$ cat src/sv/rlpe_pkg.sv
// ----------------------------------------------------------------------------
// rlpe_pkg
// Shared types, register codes and the gamma table for the RGB LED
// pulse-width encoder.
// ----------------------------------------------------------------------------
package rlpe_pkg;

    localparam int BITS_PER_SLOT = 24;
    localparam int DUTY_W        = 16;
    localparam int COLOR_W       = 8;
    localparam int CNT_W         = 5;
    localparam logic [CNT_W-1:0] LAST_BIT = CNT_W'(BITS_PER_SLOT - 1);

    // configuration register indexes
    localparam logic [1:0] CFG_ONE_DUTY   = 2'd0;
    localparam logic [1:0] CFG_ZERO_DUTY  = 2'd1;
    localparam logic [1:0] CFG_GAMMA_MODE = 2'd2;

    // gamma modes; the unused code behaves as GAMMA_NONE
    localparam logic [1:0] GAMMA_NONE   = 2'd0;
    localparam logic [1:0] GAMMA_TABLE  = 2'd1;
    localparam logic [1:0] GAMMA_SQUARE = 2'd2;

    // input opcode
    localparam logic OP_PIXEL = 1'b0;
    localparam logic OP_NULL  = 1'b1;

    typedef struct packed {
        logic                     is_null;
        logic [BITS_PER_SLOT-1:0] grb;     // green, red, blue from the top bit down
    } slot_t;

    typedef struct packed {
        logic [DUTY_W-1:0] one;
        logic [DUTY_W-1:0] zero;
    } duty_cfg_t;

    localparam logic [7:0] GAMMA_LUT [256] = '{
        8'd0, 8'd0, 8'd0, 8'd0, 8'd0, 8'd0, 8'd0, 8'd0, 8'd0, 8'd0,
        8'd0, 8'd0, 8'd1, 8'd1, 8'd1, 8'd1, 8'd1, 8'd1, 8'd1, 8'd1,
        8'd2, 8'd2, 8'd2, 8'd2, 8'd2, 8'd2, 8'd3, 8'd3, 8'd3, 8'd3,
        8'd4, 8'd4, 8'd4, 8'd4, 8'd5, 8'd5, 8'd5, 8'd5, 8'd6, 8'd6,
        8'd6, 8'd7, 8'd7, 8'd7, 8'd8, 8'd8, 8'd8, 8'd9, 8'd9, 8'd9,
        8'd10, 8'd10, 8'd11, 8'd11, 8'd11, 8'd12, 8'd12, 8'd13, 8'd13, 8'd14,
        8'd14, 8'd15, 8'd15, 8'd16, 8'd16, 8'd17, 8'd17, 8'd18, 8'd18, 8'd19,
        8'd19, 8'd20, 8'd20, 8'd21, 8'd21, 8'd22, 8'd23, 8'd23, 8'd24, 8'd24,
        8'd25, 8'd26, 8'd26, 8'd27, 8'd28, 8'd28, 8'd29, 8'd30, 8'd30, 8'd31,
        8'd32, 8'd32, 8'd33, 8'd34, 8'd35, 8'd35, 8'd36, 8'd37, 8'd38, 8'd38,
        8'd39, 8'd40, 8'd41, 8'd42, 8'd42, 8'd43, 8'd44, 8'd45, 8'd46, 8'd47,
        8'd47, 8'd48, 8'd49, 8'd50, 8'd51, 8'd52, 8'd53, 8'd54, 8'd55, 8'd56,
        8'd56, 8'd57, 8'd58, 8'd59, 8'd60, 8'd61, 8'd62, 8'd63, 8'd64, 8'd65,
        8'd66, 8'd67, 8'd68, 8'd69, 8'd70, 8'd71, 8'd73, 8'd74, 8'd75, 8'd76,
        8'd77, 8'd78, 8'd79, 8'd80, 8'd81, 8'd82, 8'd84, 8'd85, 8'd86, 8'd87,
        8'd88, 8'd89, 8'd91, 8'd92, 8'd93, 8'd94, 8'd95, 8'd97, 8'd98, 8'd99,
        8'd100, 8'd102, 8'd103, 8'd104, 8'd105, 8'd107, 8'd108, 8'd109, 8'd111, 8'd112,
        8'd113, 8'd115, 8'd116, 8'd117, 8'd119, 8'd120, 8'd121, 8'd123, 8'd124, 8'd126,
        8'd127, 8'd128, 8'd130, 8'd131, 8'd133, 8'd134, 8'd136, 8'd137, 8'd139, 8'd140,
        8'd142, 8'd143, 8'd145, 8'd146, 8'd148, 8'd149, 8'd151, 8'd152, 8'd154, 8'd155,
        8'd157, 8'd158, 8'd160, 8'd162, 8'd163, 8'd165, 8'd166, 8'd168, 8'd170, 8'd171,
        8'd173, 8'd175, 8'd176, 8'd178, 8'd180, 8'd181, 8'd183, 8'd185, 8'd186, 8'd188,
        8'd190, 8'd192, 8'd193, 8'd195, 8'd197, 8'd199, 8'd200, 8'd202, 8'd204, 8'd206,
        8'd207, 8'd209, 8'd211, 8'd213, 8'd215, 8'd217, 8'd218, 8'd220, 8'd222, 8'd224,
        8'd226, 8'd228, 8'd230, 8'd232, 8'd233, 8'd235, 8'd237, 8'd239, 8'd241, 8'd243,
        8'd245, 8'd247, 8'd249, 8'd251, 8'd253, 8'd255
    };

endpackage

$ cat src/sv/rlpe_front.sv
// ----------------------------------------------------------------------------
// rlpe_front
// Classify incoming words as pixel or null slot, apply the gamma curve to
// each color and reorder the pixel into the green, red, blue bit order.
// ----------------------------------------------------------------------------
module rlpe_front
    import rlpe_pkg::*;
(
    input  logic        s_tvalid,
    output logic        s_tready,
    input  logic [23:0] s_tdata,     // pixel_color
    input  logic        s_tuser,     // opcode
    input  logic [1:0]  gamma_mode,
    output logic        push,
    input  logic        push_ready,
    output slot_t       push_slot
);

    function automatic logic [COLOR_W-1:0] apply_gamma(
        input logic [1:0]         mode,
        input logic [COLOR_W-1:0] v
    );
        logic [2*COLOR_W-1:0] sq;
        sq = (2*COLOR_W)'(v) * (2*COLOR_W)'(v) + (2*COLOR_W)'(v);
        unique case (mode)
            GAMMA_TABLE:  apply_gamma = GAMMA_LUT[v];
            GAMMA_SQUARE: apply_gamma = sq[2*COLOR_W-1:COLOR_W];
            default:      apply_gamma = v;
        endcase
    endfunction

    logic [COLOR_W-1:0] red, green, blue;

    assign red   = apply_gamma(gamma_mode, s_tdata[23:16]);
    assign green = apply_gamma(gamma_mode, s_tdata[15:8]);
    assign blue  = apply_gamma(gamma_mode, s_tdata[7:0]);

    assign s_tready          = push_ready;
    assign push              = s_tvalid && push_ready;
    assign push_slot.is_null = (s_tuser == OP_NULL);
    assign push_slot.grb     = {green, red, blue};

endmodule

$ cat src/sv/rlpe_queue.sv
// ----------------------------------------------------------------------------
// rlpe_queue
// Short slot queue between front and back; each side stalls on its own.
// ----------------------------------------------------------------------------
module rlpe_queue
    import rlpe_pkg::*;
#(
    parameter int DEPTH = 2
) (
    input  logic  aclk,
    input  logic  aresetn,
    input  logic  in_valid,
    output logic  in_ready,
    input  slot_t in_slot,
    output logic  out_valid,
    input  logic  out_ready,
    output slot_t out_slot
);

    localparam int PTR_W = (DEPTH > 1) ? $clog2(DEPTH) : 1;
    localparam int CNT_W_Q = $clog2(DEPTH + 1);
    localparam logic [PTR_W-1:0]   PTR_LAST = PTR_W'(DEPTH - 1);
    localparam logic [CNT_W_Q-1:0] FULL     = CNT_W_Q'(DEPTH);

    slot_t               entry_reg [DEPTH];
    logic [PTR_W-1:0]    wr_ptr_reg, wr_ptr_next;
    logic [PTR_W-1:0]    rd_ptr_reg, rd_ptr_next;
    logic [CNT_W_Q-1:0]  count_reg, count_next;
    logic                do_push, do_pop;

    assign in_ready  = (count_reg != FULL);
    assign out_valid = (count_reg != '0);
    assign out_slot  = entry_reg[rd_ptr_reg];
    assign do_push   = in_valid && in_ready;
    assign do_pop    = out_valid && out_ready;

    always_comb begin
        wr_ptr_next = wr_ptr_reg;
        rd_ptr_next = rd_ptr_reg;
        count_next  = count_reg;
        if (do_push) begin
            wr_ptr_next = (wr_ptr_reg == PTR_LAST) ? '0 : wr_ptr_reg + 1'b1;
        end
        if (do_pop) begin
            rd_ptr_next = (rd_ptr_reg == PTR_LAST) ? '0 : rd_ptr_reg + 1'b1;
        end
        if (do_push && !do_pop) begin
            count_next = count_reg + 1'b1;
        end else if (do_pop && !do_push) begin
            count_next = count_reg - 1'b1;
        end
    end

    always_ff @(posedge aclk) begin
        if (!aresetn) begin
            wr_ptr_reg <= '0;
            rd_ptr_reg <= '0;
            count_reg  <= '0;
        end else begin
            wr_ptr_reg <= wr_ptr_next;
            rd_ptr_reg <= rd_ptr_next;
            count_reg  <= count_next;
        end
    end

    always_ff @(posedge aclk) begin
        if (do_push) begin
            entry_reg[wr_ptr_reg] <= in_slot;
        end
    end

    no_overflow: assert property (@(posedge aclk) disable iff (!aresetn)
        count_reg <= FULL)
        else $error("queue count beyond depth");

    pop_moves_count: assert property (@(posedge aclk) disable iff (!aresetn)
        (do_pop && !do_push) |=> count_reg == $past(count_reg) - 1'b1)
        else $error("queue pop did not drop count");

endmodule

$ cat src/sv/rlpe_back.sv
// ----------------------------------------------------------------------------
// rlpe_back
// Serialize one slot into 24 compare values, most significant bit first,
// through a registered output stage.
// ----------------------------------------------------------------------------
module rlpe_back
    import rlpe_pkg::*;
(
    input  logic              aclk,
    input  logic              aresetn,
    input  logic              pop_valid,
    output logic              pop,
    input  slot_t             pop_slot,
    input  duty_cfg_t         duty_cfg,
    output logic              m_tvalid,
    input  logic              m_tready,
    output logic [DUTY_W-1:0] m_tdata,
    output logic              m_tlast
);

    logic [BITS_PER_SLOT-1:0] word_reg, word_next;
    logic                     null_reg, null_next;
    logic [CNT_W-1:0]         cnt_reg, cnt_next;
    logic                     busy_reg, busy_next;
    logic                     out_valid_reg, out_valid_next;
    logic [DUTY_W-1:0]        out_data_reg, out_data_next;
    logic                     out_last_reg, out_last_next;
    logic                     advance, at_last;

    assign advance = busy_reg && (!out_valid_reg || m_tready);
    assign at_last = (cnt_reg == LAST_BIT);
    assign pop     = pop_valid && (!busy_reg || (advance && at_last));

    always_comb begin
        word_next      = word_reg;
        null_next      = null_reg;
        cnt_next       = cnt_reg;
        busy_next      = busy_reg;
        out_valid_next = out_valid_reg;
        out_data_next  = out_data_reg;
        out_last_next  = out_last_reg;
        if (advance) begin
            out_valid_next = 1'b1;
            out_last_next  = at_last;
            if (null_reg) begin
                out_data_next = '0;
            end else begin
                out_data_next = word_reg[BITS_PER_SLOT-1] ? duty_cfg.one : duty_cfg.zero;
            end
            word_next = {word_reg[BITS_PER_SLOT-2:0], 1'b0};
            cnt_next  = cnt_reg + 1'b1;
            if (at_last) begin
                busy_next = 1'b0;
            end
        end else if (m_tready) begin
            out_valid_next = 1'b0;
        end
        // load the next slot, overriding the shift on its final bit
        if (pop) begin
            word_next = pop_slot.grb;
            null_next = pop_slot.is_null;
            cnt_next  = '0;
            busy_next = 1'b1;
        end
    end

    always_ff @(posedge aclk) begin
        if (!aresetn) begin
            busy_reg      <= 1'b0;
            cnt_reg       <= '0;
            out_valid_reg <= 1'b0;
        end else begin
            busy_reg      <= busy_next;
            cnt_reg       <= cnt_next;
            out_valid_reg <= out_valid_next;
        end
    end

    always_ff @(posedge aclk) begin
        word_reg     <= word_next;
        null_reg     <= null_next;
        out_data_reg <= out_data_next;
        out_last_reg <= out_last_next;
    end

    assign m_tvalid = out_valid_reg;
    assign m_tdata  = out_data_reg;
    assign m_tlast  = out_last_reg;

    cnt_in_range: assert property (@(posedge aclk) disable iff (!aresetn)
        busy_reg |-> cnt_reg <= LAST_BIT)
        else $error("bit counter past end of slot");

    last_marks_final_bit: assert property (@(posedge aclk) disable iff (!aresetn)
        advance |=> out_last_reg == ($past(cnt_reg) == LAST_BIT))
        else $error("last flag out of step with bit counter");

    pop_only_when_free: assert property (@(posedge aclk) disable iff (!aresetn)
        pop |-> (!busy_reg || at_last))
        else $error("slot loaded over one in progress");

endmodule

$ cat src/sv/rgb_led_pulse_width_encoder.sv
// ----------------------------------------------------------------------------
// rgb_led_pulse_width_encoder
// Turn pixels and null slots into 24 timer compare values each.
// ----------------------------------------------------------------------------
// Path: a slot's input word is written into the queue, then loaded into the
//   serializer once it is free, then registered in the output stage.
// Throughput: one compare value per cycle while m_tready is high, set by the
//   one-bit-per-cycle serializer in the back end; input words queue ahead.
// Reset: synchronous, active low; empties the queue and serializer and
//   clears all three configuration registers to zero.
// ----------------------------------------------------------------------------
module rgb_led_pulse_width_encoder
    import rlpe_pkg::*;
#(
    parameter int QUEUE_DEPTH = 2
) (
    input  logic        aclk,
    input  logic        aresetn,
    // input stream
    input  logic        s_tvalid,
    output logic        s_tready,
    input  logic [23:0] s_tdata,    // [23:0] pixel_color
    input  logic        s_tuser,    // [0] opcode
    // result stream
    output logic        m_tvalid,
    input  logic        m_tready,
    output logic [15:0] m_tdata,    // [15:0] duty
    output logic        m_tlast,    // last_of_slot
    // configuration write port
    input  logic        cfg_wr_en,
    input  logic [1:0]  cfg_addr,
    input  logic [15:0] cfg_wdata
);

    // configuration registers
    logic [DUTY_W-1:0] one_duty_reg;
    logic [DUTY_W-1:0] zero_duty_reg;
    logic [1:0]        gamma_mode_reg;

    // front to queue, queue to back
    logic      push, push_ready;
    slot_t     push_slot;
    logic      pop_valid, pop;
    slot_t     pop_slot;
    duty_cfg_t duty_cfg;

    // Take register writes; drop writes to the unused index.
    always_ff @(posedge aclk) begin
        if (!aresetn) begin
            one_duty_reg   <= '0;
            zero_duty_reg  <= '0;
            gamma_mode_reg <= GAMMA_NONE;
        end else if (cfg_wr_en) begin
            unique case (cfg_addr)
                CFG_ONE_DUTY:   one_duty_reg   <= cfg_wdata;
                CFG_ZERO_DUTY:  zero_duty_reg  <= cfg_wdata;
                CFG_GAMMA_MODE: gamma_mode_reg <= cfg_wdata[1:0];
                default: begin
                end
            endcase
        end
    end

    assign duty_cfg.one  = one_duty_reg;
    assign duty_cfg.zero = zero_duty_reg;

    // Front: classify the word and apply gamma before it is queued.
    rlpe_front u_front (
        .s_tvalid   (s_tvalid),
        .s_tready   (s_tready),
        .s_tdata    (s_tdata),
        .s_tuser    (s_tuser),
        .gamma_mode (gamma_mode_reg),
        .push       (push),
        .push_ready (push_ready),
        .push_slot  (push_slot)
    );

    // Queue: hold slots while the back end is still sending earlier ones.
    rlpe_queue #(
        .DEPTH (QUEUE_DEPTH)
    ) u_queue (
        .aclk      (aclk),
        .aresetn   (aresetn),
        .in_valid  (push),
        .in_ready  (push_ready),
        .in_slot   (push_slot),
        .out_valid (pop_valid),
        .out_ready (pop),
        .out_slot  (pop_slot)
    );

    // Back: shift out one compare value per unstalled cycle, green first, MSB first.
    rlpe_back u_back (
        .aclk      (aclk),
        .aresetn   (aresetn),
        .pop_valid (pop_valid),
        .pop       (pop),
        .pop_slot  (pop_slot),
        .duty_cfg  (duty_cfg),
        .m_tvalid  (m_tvalid),
        .m_tready  (m_tready),
        .m_tdata   (m_tdata),
        .m_tlast   (m_tlast)
    );

endmodule

$ cat config.mk
export PLATFORM = sky130hd
export DESIGN_NAME = rgb_led_pulse_width_encoder
export DESIGN_NICKNAME = d
export VERILOG_FILES = /design/src/sv/rlpe_pkg.sv /design/src/sv/rlpe_front.sv /design/src/sv/rlpe_queue.sv /design/src/sv/rlpe_back.sv /design/src/sv/rgb_led_pulse_width_encoder.sv
export SDC_FILE = /design/constraint.sdc
export NUM_CORES = 1
export LEC_CHECK = 0
export BUFFER_PORTS_ARGS = -buffer_cell sky130_fd_sc_hd__buf_2
export CORE_MARGIN = 8
export CORE_UTILIZATION = 40
export DETAILED_ROUTE_END_ITERATION = 12
export PLACE_DENSITY_LB_ADDON = 0.1
export RECOVER_POWER = 25
export REMOVE_ABC_BUFFERS = 1
export SYNTH_ARGS = -nofsm -noshare
export SYNTH_HDL_FRONTEND = slang
export SYNTH_SLANG_ARGS = --single-unit
$ cat constraint.sdc
create_clock -name aclk -period 9.7 [get_ports aclk]
set_input_delay 0.485 -clock aclk [delete_from_list [all_inputs] [get_ports aclk]]
set_output_delay 0.485 -clock aclk [all_outputs]
set_load 0.005 [all_outputs]
==> reports/results.ini <==
[status]
outcome=complete, but fails checks
failed_checks=capacitance limit, slew limit

[grt]
grt_max_degree=62
grt_first_pass_wirelength_um=70300
first_global_vias=13247
antenna_found_initial=1
overflow=0
grt_use_total_pct=18.2

[clocking]
clock_latency_ps=410
root_buffer=clkbuf_16
post_cts_buffers=0
post_cts_resized=0
path_clk_slew_ps=60
cts_buffers=17
htree_num_levels=4
cts_tree=done
holdBufCountCts=0
cts.path.max_buffers=2
cts.sinks=138

[synthesis]
synth_top_area_share_pct=17.6
synthTopCellsByArea=edfxtp_1 18%, fa_1 12%, ha_1 11%, dfxtp_1 5.9%, nand2_1 5.5%
synth_edf_count=92
postSynthCellCount=1887
yosysUniqueCellTypes=83
synth.avg_cell_area_um2=8.32
synth_seq_cells=138
ys_warn_count=0
synth_largest_area_cell=edfxtp_1
syn_area_um2=15700
seq_area_frac_synth_pct=23.5
async_flop_share_pct=0
synth_ff_type=edfxtp_1

[finish]
largest_reg_flops=50
area_growth_syn_to_layout_pct=7.23
nets=2128
diodes=0
final_core_util_pct=43.5
layout_commonest_cell=nand2_1
drive_gt1_share_pct=7.25
final_cell_mix=230 x nand2_1, 192 x inv_1, 142 x nor2_1

[timing]
hold_viol=0
clock.fmax_mhz=174
period_needed_ps=5740
fin_setup_tns_ps=0
setup_violations=0
final_max_slew_viol_count=43
rsz0062_at_grt=no
fin_skew_ps=10.6
relSlewSlack_pct=-1.37
fin_ws_ps=3960
tightest_slew_ps=1520
fin_crit_sh_pct=59.1

[pwr]
power_density_nw_per_um2=175
vdd_ir_drop_max_mv=0.116
p_leak_nw=7.09
power.total_mw=2.95

[drt]
drt_iter0_markers=1122
ant_nets=0
num_vias=13531
wirelength_um=42800
drtPass1Iterations=5
via_per_inst=5.69
drcViolationCount=0
wl_per_cell_um=18.0

[job]
drv_cap=1

[critical_path]
cp-start-kind=input port
timing.rr.end=u_queue.entry_reg[1][16]
slowest_delay_ps=600
critPathSlowestCell=buf_2
crit_start=s_tdata[5]
endpoint=u_queue.entry_reg[1][5]
r2r_cells=7
crit_fanout=44
path_cells=buf_2 -> inv_1 -> nor2_1 -> fa_1 -> fa_1 -> fa_1 -> inv_1 -> fa_1 -> inv_1 -> ha_1 -> nand4_1 -> o21ai_1 -> o31ai_1 -> o21bai_1 -> a21o_1 -> a211oi_1 -> o21ai_1
endpoint_kind=flop
cp.required_ps=9840
rrSetupSlack_ps=6730
crit_top_cell=fa_1
rr_startpoint=gamma_mode_reg[0]
criticalPathCategory=in -> reg
crit_family=adder cells
path_depth=17
arrival_ps=5880
path_buf_inv=4

[floorplanning]
ios=67
die_width_um=214
start_util_pct=40.5
core_area_um2=38700
die_area_um2=45900
rows=72
dieHeight_um=214

[place]
routabilityCongestion=0.876
place_hpwl_um=29900
portBuffers=66
place_ws_ps=3550

[min_path]
hp-class=in -> reg

[layout make-up]
type / instances / area (um^2)
sequential: 138 / 3680
multi-input combinational: 1402 / 10700
tap: 518 / 648
clock buffer: 18 / 450
timing repair buffer: 85 / 448
inverter: 204 / 766
fill: 3902 / 21900
clock inverter: 14 / 174
[synth_stat cells (16+ instances only)]
cell      number
nor2_1       143
a211oi_1      28
and2_1        16
mux2i_1       52
nand3_1       19
o21ai_0       97
nand2b_1      26
o21ai_1       29
nor2b_1       30
nor3_1        31
o211ai_1      27
buf_2         48
xor2_1        17
a22oi_1       16
a21boi_0      27
buf_1         20
inv_1        192
xnor2_1       35
a21oi_1      105
ha_1         136
dfxtp_1       46
nand2_1      230
fa_1          96
clkbuf_1      73
edfxtp_1      92
[stage by stage]
| step | hold WS, ps | cells | area, um^2 |
|---|---|---|---|
| final | 313 | 2379 | 16800 |
| after global routing | 314 | 2379 | 16800 |
| after CTS | 265 | 2379 | 16900 |
| after detailed placement | 444 | 2347 | 16200 |
| after global placement | 440 | 2347 | 16200 |
| after floorplan | 435 | 1744 | 15100 |
[cell families after synthesis]
group	synth area share, %
compound gates	21.8
xor+xnor	2.90
fa+ha+maj	23.1
buf+inv	8.72
flops	23.5
mux	4.39
simple gates	15.6
[worst min path at each step]
| stage | start | endpoint | slack (ps) | depth (start not counted) |
|---|---|---|---|---|
| 2_1_floorplan | one_duty_reg[10] | one_duty_reg[10] | 430 | 2 |
| 3_3_place_gp | one_duty_reg[7] | one_duty_reg[7] | 440 | 2 |
| 3_5_place_dp | one_duty_reg[7] | one_duty_reg[7] | 440 | 2 |
| 4_1_cts | s_tuser | u_queue.entry_reg[1][24] | 270 | 1 |
| 5_1_grt | s_tuser | u_queue.entry_reg[1][24] | 310 | 1 |
| 6_report | s_tuser | u_queue.entry_reg[1][24] | 310 | 1 |
[metal layers]
layer  share of wire, %  vias to the layer above  track usage [%]
li1                   -                     6532                -
met1                 45                     6446             24.7
met2                 47                      488             29.8
met3                6.0                       63             2.45
met4                2.0                        2             5.19
met5              0.030                        -                0
[report_power, final]
group / internal [mW] / switching [mW] / total [mW]
sequential: 0.802 / 0.0654 / 0.867
combinational: 0.571 / 0.843 / 1.41
clock: 0.405 / 0.264 / 0.669
total: 1.78 / 1.17 / 2.95
Note: power is estimated with default switching activity, not from simulation.
